--- config.mk ---
export PLATFORM = sky130hd
export DESIGN_NAME = round_robin_task_scheduler_top
export DESIGN_NICKNAME = d
export VERILOG_FILES = /design/src/rtl/rrts_pkg.sv /design/src/rtl/rrts_ctrl.sv /design/src/rtl/rrts_dp.sv /design/src/rtl/round_robin_task_scheduler_top.sv
export SDC_FILE = /design/constraint.sdc
export NUM_CORES = 2
export LEC_CHECK = 0
export BUFFER_PORTS_ARGS = -buffer_cell sky130_fd_sc_hd__buf_4
export CAP_MARGIN = 0
export CORE_AREA = 2 2 371 373
export DETAILED_ROUTE_END_ITERATION = 16
export DIE_AREA = 0 0 373 375
export SYNTH_ARGS = -nofsm -noshare
export SYNTH_HDL_FRONTEND = slang
export SYNTH_SLANG_ARGS = --single-unit
--- constraint.sdc ---
create_clock -name clk -period 9.1 [get_ports clk]
set_clock_uncertainty 0.2 [all_clocks]
set_input_delay 0.91 -clock clk [delete_from_list [all_inputs] [get_ports clk]]
set_output_delay 0.91 -clock clk [all_outputs]
set_load 0.01 [all_outputs]
--- src/rtl/rrts_pkg.sv ---
// Package for the round-robin task scheduler: sizes, codes and the
// command and status structs between controller and datapath.
// No dependencies.
package rrts_pkg;

	localparam int NUM_SLOTS = 16;
	localparam int IDLE_SLOT = 0;

	localparam int SLOT_W   = (NUM_SLOTS > 1) ? $clog2(NUM_SLOTS) : 1;
	localparam int SLEEP_W  = 29;
	localparam int TICKS_W  = 32;
	localparam int PARENT_W = 4;
	localparam int CODE_W   = 32;
	localparam int MS_W     = 32;

	localparam logic [SLOT_W-1:0] IDLE_IX   = SLOT_W'(IDLE_SLOT % NUM_SLOTS);
	localparam logic [SLOT_W-1:0] BOOT_IX   = SLOT_W'(1 % NUM_SLOTS);
	localparam logic [SLOT_W-1:0] SLOT_LAST = SLOT_W'(NUM_SLOTS - 1);

	localparam logic [CODE_W-1:0] KILL_CODE = CODE_W'(9);

	// Division by the tick length is a multiply by a rounded-up reciprocal
	// followed by a right shift of DIV_SHIFT bits.
	localparam int MS_PER_TICK = 10;
	localparam int DIV_SHIFT   = 35;
	localparam logic [63:0] DIV_MAGIC = ((64'd1 << DIV_SHIFT) / MS_PER_TICK) + 64'd1;

	typedef logic [SLOT_W-1:0] slot_ix_t;

	typedef enum logic [2:0] {
		OP_TICK   = 3'd0,
		OP_CREATE = 3'd1,
		OP_KILL   = 3'd2,
		OP_SLEEP  = 3'd3,
		OP_EXIT   = 3'd4
	} op_t;

	typedef enum logic [2:0] {
		ST_UNUSED   = 3'd0,
		ST_READY    = 3'd1,
		ST_RUNNING  = 3'd2,
		ST_SLEEPING = 3'd3,
		ST_ZOMBIE   = 3'd4
	} slot_st_t;

	typedef enum logic [1:0] {
		RES_OK        = 2'd0,
		RES_UNUSED    = 2'd1,
		RES_PROTECTED = 2'd2,
		RES_FULL      = 2'd3
	} res_t;

	typedef struct packed {
		logic load;
		logic scan;
		logic fin_cur;
		logic fin_next;
		logic create;
		logic kill;
		logic mul;
		logic sleep_wr;
		logic exit_wr;
		logic deliver;
	} dp_cmd_t;

	typedef struct packed {
		logic [2:0] in_op;
		logic       last;
		logic       hit;
		logic       keep;
		logic       out_free;
	} dp_stat_t;

endpackage

--- src/rtl/rrts_ctrl.sv ---
// Controller state machine of the round-robin task scheduler.
// Depends on rrts_pkg; drives the datapath rrts_dp through dp_cmd_t.
module rrts_ctrl (
	input  logic              clk,
	input  logic              arst_n,
	input  logic              in_valid,
	output logic              in_stall,
	input  rrts_pkg::dp_stat_t stat,
	output rrts_pkg::dp_cmd_t  cmd
);
	import rrts_pkg::*;

	typedef enum logic [3:0] {
		S_IDLE,
		S_SCAN,
		S_FIN_CUR,
		S_FIN_NEXT,
		S_CREATE,
		S_KILL,
		S_MUL,
		S_SLEEP,
		S_EXIT,
		S_DELIVER
	} state_t;

	state_t state_q;
	state_t state_d;

	always_comb begin
		cmd     = '0;
		state_d = state_q;
		unique case (state_q)
			S_IDLE: begin
				if (in_valid) begin
					cmd.load = 1'b1;
					case (stat.in_op)
						OP_TICK:   state_d = S_SCAN;
						OP_CREATE: state_d = S_CREATE;
						OP_KILL:   state_d = S_KILL;
						OP_SLEEP:  state_d = S_MUL;
						OP_EXIT:   state_d = S_EXIT;
						default:   state_d = S_DELIVER;
					endcase
				end
			end
			S_SCAN: begin
				cmd.scan = 1'b1;
				if (stat.last) begin
					state_d = S_FIN_CUR;
				end
			end
			S_FIN_CUR: begin
				cmd.fin_cur = 1'b1;
				state_d = stat.keep ? S_DELIVER : S_FIN_NEXT;
			end
			S_FIN_NEXT: begin
				cmd.fin_next = 1'b1;
				state_d = S_DELIVER;
			end
			S_CREATE: begin
				cmd.create = 1'b1;
				if (stat.hit || stat.last) begin
					state_d = S_DELIVER;
				end
			end
			S_KILL: begin
				cmd.kill = 1'b1;
				state_d = S_DELIVER;
			end
			S_MUL: begin
				cmd.mul = 1'b1;
				state_d = S_SLEEP;
			end
			S_SLEEP: begin
				cmd.sleep_wr = 1'b1;
				state_d = S_DELIVER;
			end
			S_EXIT: begin
				cmd.exit_wr = 1'b1;
				state_d = S_DELIVER;
			end
			S_DELIVER: begin
				if (stat.out_free) begin
					cmd.deliver = 1'b1;
					state_d = S_IDLE;
				end
			end
			default: state_d = S_IDLE;
		endcase
	end

	always_ff @(posedge clk or negedge arst_n) begin
		if (!arst_n) begin
			state_q <= S_IDLE;
		end else begin
			state_q <= state_d;
		end
	end

	assign in_stall = (state_q != S_IDLE);

endmodule

--- src/rtl/rrts_dp.sv ---
// Datapath of the round-robin task scheduler: task table, slot pointer,
// sleep-time divider and output register.
// Depends on rrts_pkg; commanded by rrts_ctrl.
module rrts_dp (
	input  logic               clk,
	input  logic               arst_n,
	input  rrts_pkg::dp_cmd_t  cmd,
	output rrts_pkg::dp_stat_t stat,
	input  logic [2:0]         opcode,
	input  logic [3:0]         target_slot,
	input  logic [3:0]         parent_slot,
	input  logic [31:0]        sleep_ms,
	input  logic signed [31:0] exit_value,
	input  logic               out_stall,
	output logic               out_valid,
	output logic [1:0]         status,
	output logic [3:0]         running_slot,
	output logic               switched,
	output logic [3:0]         created_slot
);
	import rrts_pkg::*;

	slot_st_t             slot_st_q [NUM_SLOTS];
	logic [SLEEP_W-1:0]   sleep_q   [NUM_SLOTS];
	logic [TICKS_W-1:0]   run_q     [NUM_SLOTS];
	logic [PARENT_W-1:0]  parent_q  [NUM_SLOTS];
	logic [CODE_W-1:0]    exit_q    [NUM_SLOTS];

	slot_ix_t            cur_q;
	slot_ix_t            ptr_q;
	slot_ix_t            cnt_q;
	slot_ix_t            next_q;
	logic                found_q;
	logic                cur_run_q;
	logic [3:0]          target_q;
	logic [PARENT_W-1:0] item_parent_q;
	logic [MS_W-1:0]     ms_q;
	logic [CODE_W-1:0]   code_q;
	logic [SLEEP_W-1:0]  quot_q;

	res_t       res_status_q;
	logic       res_switched_q;
	slot_ix_t   res_created_q;

	logic       out_valid_q;
	res_t       status_q;
	logic [3:0] running_q;
	logic       switched_q;
	logic [3:0] created_q;

	slot_ix_t           tgt_ix;
	slot_ix_t           rd_ix;
	slot_ix_t           ptr_nxt;
	slot_ix_t           cur_nxt;
	slot_st_t           rd_st;
	logic [SLEEP_W-1:0] rd_sc;
	logic [SLEEP_W-1:0] sc_dec;
	slot_st_t           wake_st;
	logic               tgt_in_range;
	logic               kill_unused;
	logic               kill_protected;
	logic [63:0]        prod;

	function automatic slot_ix_t wrap_inc(input slot_ix_t s);
		wrap_inc = (s == SLOT_LAST) ? '0 : s + 1'b1;
	endfunction

	assign tgt_ix  = SLOT_W'(target_q);
	assign rd_ix   = cmd.kill ? tgt_ix : ptr_q;
	assign ptr_nxt = wrap_inc(ptr_q);
	assign cur_nxt = wrap_inc(cur_q);
	assign rd_st   = slot_st_q[rd_ix];
	assign rd_sc   = sleep_q[rd_ix];
	assign sc_dec  = (rd_sc != '0) ? rd_sc - 1'b1 : '0;
	assign wake_st = (rd_st == ST_SLEEPING && sc_dec == '0) ? ST_READY : rd_st;

	assign tgt_in_range   = (32'(target_q) < 32'(NUM_SLOTS));
	assign kill_unused    = !tgt_in_range || rd_st == ST_UNUSED;
	assign kill_protected = (tgt_ix == IDLE_IX) || (tgt_ix == BOOT_IX);

	assign prod = 64'(ms_q) * DIV_MAGIC;

	assign stat.in_op    = opcode;
	assign stat.last     = (cnt_q == SLOT_LAST);
	assign stat.hit      = (rd_st == ST_UNUSED);
	assign stat.keep     = !found_q && cur_run_q;
	assign stat.out_free = !out_valid_q || !out_stall;

	// Task table. Each command writes at most one slot per cycle.
	always_ff @(posedge clk or negedge arst_n) begin
		if (!arst_n) begin
			for (int i = 0; i < NUM_SLOTS; i++) begin
				slot_st_q[i] <= (slot_ix_t'(i) == BOOT_IX) ? ST_RUNNING :
					(slot_ix_t'(i) == IDLE_IX) ? ST_READY : ST_UNUSED;
				sleep_q[i]   <= '0;
				run_q[i]     <= '0;
				parent_q[i]  <= '0;
				exit_q[i]    <= '0;
			end
		end else begin
			if (cmd.scan) begin
				if (rd_st == ST_SLEEPING) begin
					sleep_q[ptr_q]   <= sc_dec;
					slot_st_q[ptr_q] <= wake_st;
				end
				if (ptr_q == cur_q) begin
					run_q[ptr_q] <= run_q[ptr_q] + 1'b1;
				end
			end else if (cmd.fin_cur) begin
				if (!stat.keep && cur_run_q) begin
					slot_st_q[cur_q] <= ST_READY;
				end
			end else if (cmd.fin_next) begin
				slot_st_q[next_q] <= ST_RUNNING;
			end else if (cmd.create) begin
				if (rd_st == ST_UNUSED) begin
					slot_st_q[ptr_q] <= ST_READY;
					sleep_q[ptr_q]   <= '0;
					run_q[ptr_q]     <= '0;
					parent_q[ptr_q]  <= item_parent_q;
				end
			end else if (cmd.kill) begin
				if (!kill_unused && !kill_protected) begin
					slot_st_q[tgt_ix] <= ST_ZOMBIE;
					exit_q[tgt_ix]    <= KILL_CODE;
				end
			end else if (cmd.sleep_wr) begin
				slot_st_q[cur_q] <= ST_SLEEPING;
				sleep_q[cur_q]   <= quot_q;
			end else if (cmd.exit_wr) begin
				slot_st_q[cur_q] <= ST_ZOMBIE;
				exit_q[cur_q]    <= code_q;
			end
		end
	end

	// Pointer, scan bookkeeping and per-transaction result.
	always_ff @(posedge clk or negedge arst_n) begin
		if (!arst_n) begin
			cur_q          <= BOOT_IX;
			ptr_q          <= '0;
			cnt_q          <= '0;
			next_q         <= '0;
			found_q        <= 1'b0;
			cur_run_q      <= 1'b0;
			res_status_q   <= RES_OK;
			res_switched_q <= 1'b0;
			res_created_q  <= '0;
		end else begin
			if (cmd.load) begin
				ptr_q          <= (opcode == OP_TICK) ? cur_nxt : '0;
				cnt_q          <= '0;
				found_q        <= 1'b0;
				cur_run_q      <= 1'b0;
				res_status_q   <= RES_OK;
				res_switched_q <= 1'b0;
				res_created_q  <= '0;
			end
			if (cmd.scan) begin
				ptr_q <= ptr_nxt;
				cnt_q <= cnt_q + 1'b1;
				if (ptr_q == cur_q) begin
					cur_run_q <= (wake_st == ST_RUNNING);
				end
				if (!found_q && wake_st == ST_READY && ptr_q != IDLE_IX) begin
					found_q <= 1'b1;
					next_q  <= ptr_q;
				end
			end
			if (cmd.fin_cur && !found_q) begin
				next_q <= IDLE_IX;
			end
			if (cmd.fin_next) begin
				cur_q          <= next_q;
				res_switched_q <= (next_q != cur_q);
			end
			if (cmd.create) begin
				ptr_q <= ptr_nxt;
				cnt_q <= cnt_q + 1'b1;
				if (rd_st == ST_UNUSED) begin
					res_created_q <= ptr_q;
				end else if (stat.last) begin
					res_status_q <= RES_FULL;
				end
			end
			if (cmd.kill) begin
				if (kill_unused) begin
					res_status_q <= RES_UNUSED;
				end else if (kill_protected) begin
					res_status_q <= RES_PROTECTED;
				end
			end
		end
	end

	always_ff @(posedge clk) begin
		if (cmd.load) begin
			target_q      <= target_slot;
			item_parent_q <= parent_slot;
			ms_q          <= sleep_ms;
			code_q        <= exit_value;
		end
		if (cmd.mul) begin
			quot_q <= prod[DIV_SHIFT +: SLEEP_W];
		end
	end

	always_ff @(posedge clk or negedge arst_n) begin
		if (!arst_n) begin
			out_valid_q <= 1'b0;
		end else if (cmd.deliver) begin
			out_valid_q <= 1'b1;
		end else if (!out_stall) begin
			out_valid_q <= 1'b0;
		end
	end

	always_ff @(posedge clk) begin
		if (cmd.deliver) begin
			status_q   <= res_status_q;
			running_q  <= 4'(cur_q);
			switched_q <= res_switched_q;
			created_q  <= 4'(res_created_q);
		end
	end

	assign out_valid    = out_valid_q;
	assign status       = status_q;
	assign running_slot = running_q;
	assign switched     = switched_q;
	assign created_slot = created_q;

endmodule

--- src/rtl/round_robin_task_scheduler_top.sv ---
// Top level of the round-robin task scheduler: controller plus datapath.
// Depends on rrts_pkg, rrts_ctrl and rrts_dp.
//
//   Channel  Handshake            Fields
//   in       in_valid / in_stall  opcode, target_slot, parent_slot, sleep_ms, exit_value
//   out      out_valid/ out_stall status, running_slot, switched, created_slot
//
// One command is handled at a time; in_stall is high from acceptance until the result
// is loaded into the output register, which may still hold an earlier result.
// Tick: the scan pointer visits every table slot, one slot per cycle; then the running
// task is finished and, unless it keeps running, the next ready task is started.
// Create searches upward for the lowest free slot; sleep divides the time, then writes
// the slot; kill and exit write one slot; an unknown opcode only delivers a result.
// After reset slot 1 runs and the idle slot is ready; no clearing pass is needed.
// A stalled output delays delivery, and with it the next command, until it is taken.
module round_robin_task_scheduler_top (
	input  logic               clk,
	input  logic               arst_n,
	input  logic               in_valid,
	output logic               in_stall,
	input  logic [2:0]         opcode,
	input  logic [3:0]         target_slot,
	input  logic [3:0]         parent_slot,
	input  logic [31:0]        sleep_ms,
	input  logic signed [31:0] exit_value,
	output logic               out_valid,
	input  logic               out_stall,
	output logic [1:0]         status,
	output logic [3:0]         running_slot,
	output logic               switched,
	output logic [3:0]         created_slot
);
	import rrts_pkg::*;

	dp_cmd_t  cmd;
	dp_stat_t stat;

	rrts_ctrl u_ctrl (
		.clk      (clk),
		.arst_n   (arst_n),
		.in_valid (in_valid),
		.in_stall (in_stall),
		.stat     (stat),
		.cmd      (cmd)
	);

	rrts_dp u_dp (
		.clk          (clk),
		.arst_n       (arst_n),
		.cmd          (cmd),
		.stat         (stat),
		.opcode       (opcode),
		.target_slot  (target_slot),
		.parent_slot  (parent_slot),
		.sleep_ms     (sleep_ms),
		.exit_value   (exit_value),
		.out_stall    (out_stall),
		.out_valid    (out_valid),
		.status       (status),
		.running_slot (running_slot),
		.switched     (switched),
		.created_slot (created_slot)
	);

endmodule

* Yosys cells after proc, flatten, opt, wreduce, memory -nomap -nowiden
Cells that the tools add are included.
Word-level totals: word-level logic and storage cells 257, output and inout port bits 13, bits of input ports 79, register bits 618
Operators by class: mux-type cells 94, multipliers 1, add/sub/neg operators 4, equality and inequality tests 35, bitwise operators 25, reductions and logical operators 39, order comparisons 9
Operator list (count):
- 464-bit two-way mux | 8
- 464-bit bitwise mux | 2
- 48-bit two-way mux | 11
- 464-bit bitwise AND | 1
- 464-bit inverter | 1
- 29-bit demux with 4-bit select | 2
- 32-bit bitwise AND | 5
- 32-bit inverter | 5
- 29-bit two-way mux | 5
- 29-bit binary-select mux with 4-bit select | 1
- 4-bit two-way mux | 21
- 16-bit OR | 5
- 32-bit by 32-bit multiplier with 64-bit output, second input constant | 1
- 48-bit bitwise mux | 1
- 3-bit demux with 4-bit select | 4
- 32-bit OR | 1
- 29-bit logical NOT | 1
- 29-bit nonzero test | 1
- 29-bit by 1-bit subtractor with 29-bit output, second input constant | 1
- 4-bit one-hot mux with 7 select lines | 1
- 5-bit >= comparator, second input constant | 5
- 4-bit inverter with 5-bit output | 5
- 1-bit two-way mux | 22
- 3-bit two-way mux | 7
- 36 further kinds | 90

* Longest topological paths before layout
word-level depth 18, mapped depth 28, depth with buffers taken out 28

* Modules after synthesis
A second synthesis with hierarchy kept.
Unflattened totals: cells, all modules 6303, area, all modules 55886.1 sq um
By module, submodules not included:
- rrts_dp | area an instance 55418.2 sq um, cells an instance 6241, instances 1, seq. area each 15748.9 sq um
- rrts_ctrl | area an instance 467.9 sq um, cells an instance 62, instances 1, seq. area each 100.1 sq um

* Worst setup path after synthesis
No wires, ideal clock.
path kind register -> register, start point reg u_dp.ms_q[18], end point reg u_dp.quot_q[26], data pin, data arrival time 7.015 ns, clock period less this slack 7.472 ns, slack 1.628 ns, cell stages (with the launch flop) 29, cell sequence edfxtp_1 ha_1 inv_1 fa_1 inv_1 fa_1 inv_1 fa_1 inv_1 fa_1 fa_1 fa_1 inv_1 fa_1 inv_1 ha_1 and4_1 nand3_1 nor4_1 a221oi_1 o21ai_0 a31o_2 a21oi_1 a311o_1 a311oi_1 o31a_1 o21a_1 nor2_1 xnor2_1
Between the ends: word-level cells in the longest chain between the ends 1
Ends and longest elaborated chain:
- from (decl) | line rrts_dp.sv:37 | logic [MS_W-1:0] ms_q;
- from (signal assigned) | line rrts_dp.sv:200 | ms_q <= sleep_ms;
- 32-bit by 32-bit multiplier with 64-bit output | line rrts_dp.sv:81 | assign prod = 64'(ms_q) * DIV_MAGIC;
- via u_dp.prod[61] | line rrts_dp.sv:62 | logic [63:0] prod;
- to (signal assigned) | line rrts_dp.sv:204 | quot_q <= prod[DIV_SHIFT +: SLEEP_W];
- to (decl) | line rrts_dp.sv:39 | logic [SLEEP_W-1:0] quot_q;
The timed path passes the listed nets, and every way through them passes these cells. A chain may end at the register's enable or synchronous reset.

* Worst setup path in the final report
start point reg u_dp.ms_q[19], end point reg u_dp.quot_q[26], data pin
The elaborated chain is that of the path after synthesis.

==> results.sh <==
export IMPL_cts_made_buffers=79
export IMPL_synth_avg_cell_area_um2=8.46
export IMPL_start_util_pct=42.6
export IMPL_finalCriticalPeriod_ps=8660
export IMPL_path_max_fanout=5
export IMPL_worst_pin_slew_ps=1410
export IMPL_drc=0
export IMPL_grt_busiest_layer="met2"
export IMPL_cts_sinks=618
export IMPL_port_buffers=55
export IMPL_vias_per_cell=6.49
export IMPL_reg2regPathDepth=28
export IMPL_holdBufCountCts=0
export IMPL_fp_row_count=136
export IMPL_vias=54972
export IMPL_grt_pass1_vias=53045
export IMPL_grt_usage_pct=34.7
export IMPL_final_period_utilization_pct=95.2
export IMPL_dpl_cell_area_um2=60000
export IMPL_dpl_hpwl_um=162000
export IMPL_cp_common_cell="fa_1"
export IMPL_drt_pass1_iterations=7
export IMPL_routed_wl_um=247000
export IMPL_syn_area_um2=58100
export IMPL_cts_tree="built"
export IMPL_r2r_slack_ps=440
export IMPL_grt_max_degree=174
export IMPL_num_nets_final=7423
export IMPL_gp_congestion=0.974
export IMPL_crit_slowest_cell="ha_1"
export IMPL_path_clk_slew_ps=60
export IMPL_htree_levels=3
export IMPL_crit_type="reg -> reg"
export IMPL_die_h_um=375
export IMPL_cp_num_buf_inv=6
export IMPL_ys_seq_elements=618
export IMPL_cp_arrival_ps=8900
export IMPL_crit_family="adder cells"
export IMPL_max_slew_margin_pct=6.18
export IMPL_outcome="complete, no violations"
export IMPL_grt_overflow_total=0
export IMPL_ys_warn_count=0
export IMPL_yosys_cell_types_count=93
export IMPL_cts_resized_gates=0
export IMPL_ys_flop_type="dfrtp_1"
export IMPL_clk_insertion_delay_late_ps=730
export IMPL_use_met2_pct=52.4
export IMPL_hp_class="in -> async"
export IMPL_hold_viol=0
export IMPL_cts_root_buf="clkbuf_16"
export IMPL_post_cts_buffers=0
export IMPL_use_met1_pct=44.3
export IMPL_dieArea_um2=140000
export IMPL_synth_top_area_share_pct=23.2
export IMPL_pin_count=92
export IMPL_seq_area_frac_synth_pct=27.3
export IMPL_maxCapViolCount=0
export IMPL_fmax_mhz=115
export IMPL_slew_violations=0
export IMPL_wl_per_cell_um=29.2
export IMPL_core_um2=136000
export IMPL_drtIter0Drc=7977
export IMPL_antenna_found_initial=10
export IMPL_required_ps=9330
export IMPL_rsz0062_at_grt="no"
export IMPL_finish_instance_area_um2=62800
export IMPL_ys_top_cells_by_area="dfrtp_1, fa_1, ha_1, a22oi_1, nand2_1"
export IMPL_area_growth_pct=8.07
export IMPL_fin_setup_tns_ps=0
export IMPL_use_met3_pct=9.56
export IMPL_syn_nets=7690
export IMPL_critical_path_depth=28
export IMPL_max_stage_delay_ps=570
export IMPL_setup_viol=0
export IMPL_cts_max_path_buffers=3
export IMPL_cp_start_kind="flip-flop"
export IMPL_synth_cells=6869
export IMPL_synth_edf_count=76
export IMPL_yosysTopAreaCell="dfrtp_1"
export IMPL_grt_pass1_wl_um=361000
export IMPL_antenna_left=0
export IMPL_synthArstFlopShare_pct=87.7
export IMPL_end_kind="flip-flop"
export IMPL_drive_gt1_share_pct=8.06
export IMPL_die_w_um=373
[final timing paths]
check | from | endpoint
max in group asynchronous | arst_n | u_dp.sleep_q[23]$_DFFE_PN0P_
min in group clk | target_slot[2] | u_dp.target_q[2]$_DFFE_PP_
hold reg to reg | u_dp.res_status_q[0]$_DFF_PN0_ | u_dp.status[0]$_DFFE_PP_
hold / removal | arst_n | u_dp.sleep_q[176]$_DFFE_PN0P_
setup reg to reg | u_dp.ms_q[19]$_DFFE_PP_ | u_dp.quot_q[26]$_DFFE_PP_
setup / recovery | u_dp.ms_q[19]$_DFFE_PP_ | u_dp.quot_q[26]$_DFFE_PP_
[synthesized netlist by cell type, drive strengths merged, types with 44 or more instances]
cell type,instances
clkbuf,466
nand2,834
fa,387
mux2,67
nand3,104
xor2,48
buf,101
a21oi,494
o22a,129
and2,76
a22oi,461
o22ai,46
inv,553
nor2,614
a21o,44
xnor2,51
dfrtp,539
ha,355
o21ai,615
edfxtp,76
mux2i,224
nor3,71
[final cells by class]
cell class / count / area [um^2]
Fill cell: 13077 / 73500
Multi-Input combinational cell: 5131 / 38100
Sequential cell: 618 / 15800
Clock buffer: 105 / 2300
Tap cell: 1794 / 2240
Inverter: 553 / 2080
Timing Repair Buffer: 219 / 1730
Clock inverter: 38 / 460
Antenna cell: 6 / 15.0
[cell usage in the layout, fill, tap and decap left out, drive strengths merged, types with 14 or more instances in the layout]
master / count
nand2: 834
o21ai: 615
nor2: 614
inv: 557
dfrtp: 539
a21oi: 494
a22oi: 461
fa: 387
ha: 355
mux2i: 224
buf: 219
o22a: 129
clkbuf: 105
nand3: 104
edfxtp: 76
and2: 76
nor3: 71
mux2: 67
xnor2: 51
xor2: 48
o22ai: 46
a21o: 44
and3: 37
a32oi: 33
nor3b: 32
nand4: 29
a31oi: 27
o211ai: 27
nor2b: 26
a221oi: 25
clkinv: 24
nand2b: 23
or3: 20
nor4: 16
o32ai: 15
o221ai: 14
[logic make-up (layout without fill, tap and decap cells)]
group	Yosys count	in the layout	share of synthesized area [%]
flip-flops	618	618	27.3
AND/OR/NAND/NOR	1915	1915	14.2
multiplexers	301	301	5.54
XOR/XNOR	99	99	1.49
other	0	6	0
buffers and inverters	1120	915	7.70
adder cells (fa/ha/maj)	742	742	21.0
AO/OA/AOI/OAI	2074	2074	22.8
[through the flow]
step | setup WS [ps] | utilization (%) | hold slack, ps | cells
after floorplan | 1630 | - | 220 | 6869
after global placement | 636 | 44.0 | 240 | 8315
after detailed placement | 530 | 44.0 | 239 | 8315
after CTS | 432 | 46.1 | 96.6 | 8458
after global routing | 143 | 46.1 | 103 | 8458
final | 437 | 46.1 | 88.4 | 8464
[flip-flops by register name, summed over array words and instances (netlist names), 2 cells and up, named ones only]
name,count
u_dp.quot_q,29
u_dp.res_status_q,2
u_ctrl.state_q,4
u_dp.cur_q,4
u_dp.next_q,4
u_dp.created_slot,4
u_dp.ms_q,32
u_dp.target_q,4
u_dp.sleep_q,464
u_dp.ptr_q,4
u_dp.status,2
u_dp.res_created_q,4
u_dp.running_slot,4
u_dp.cnt_q,4
[routing by layer]
layer	routed length, um	up-vias
li1	-	23453
met1	93200	26775
met2	107000	3741
met3	29400	993
met4	17100	10
met5	62	-
Power is not shown: default switching activity piles up to over one toggle a cycle in this logic, so the estimate is an artifact.
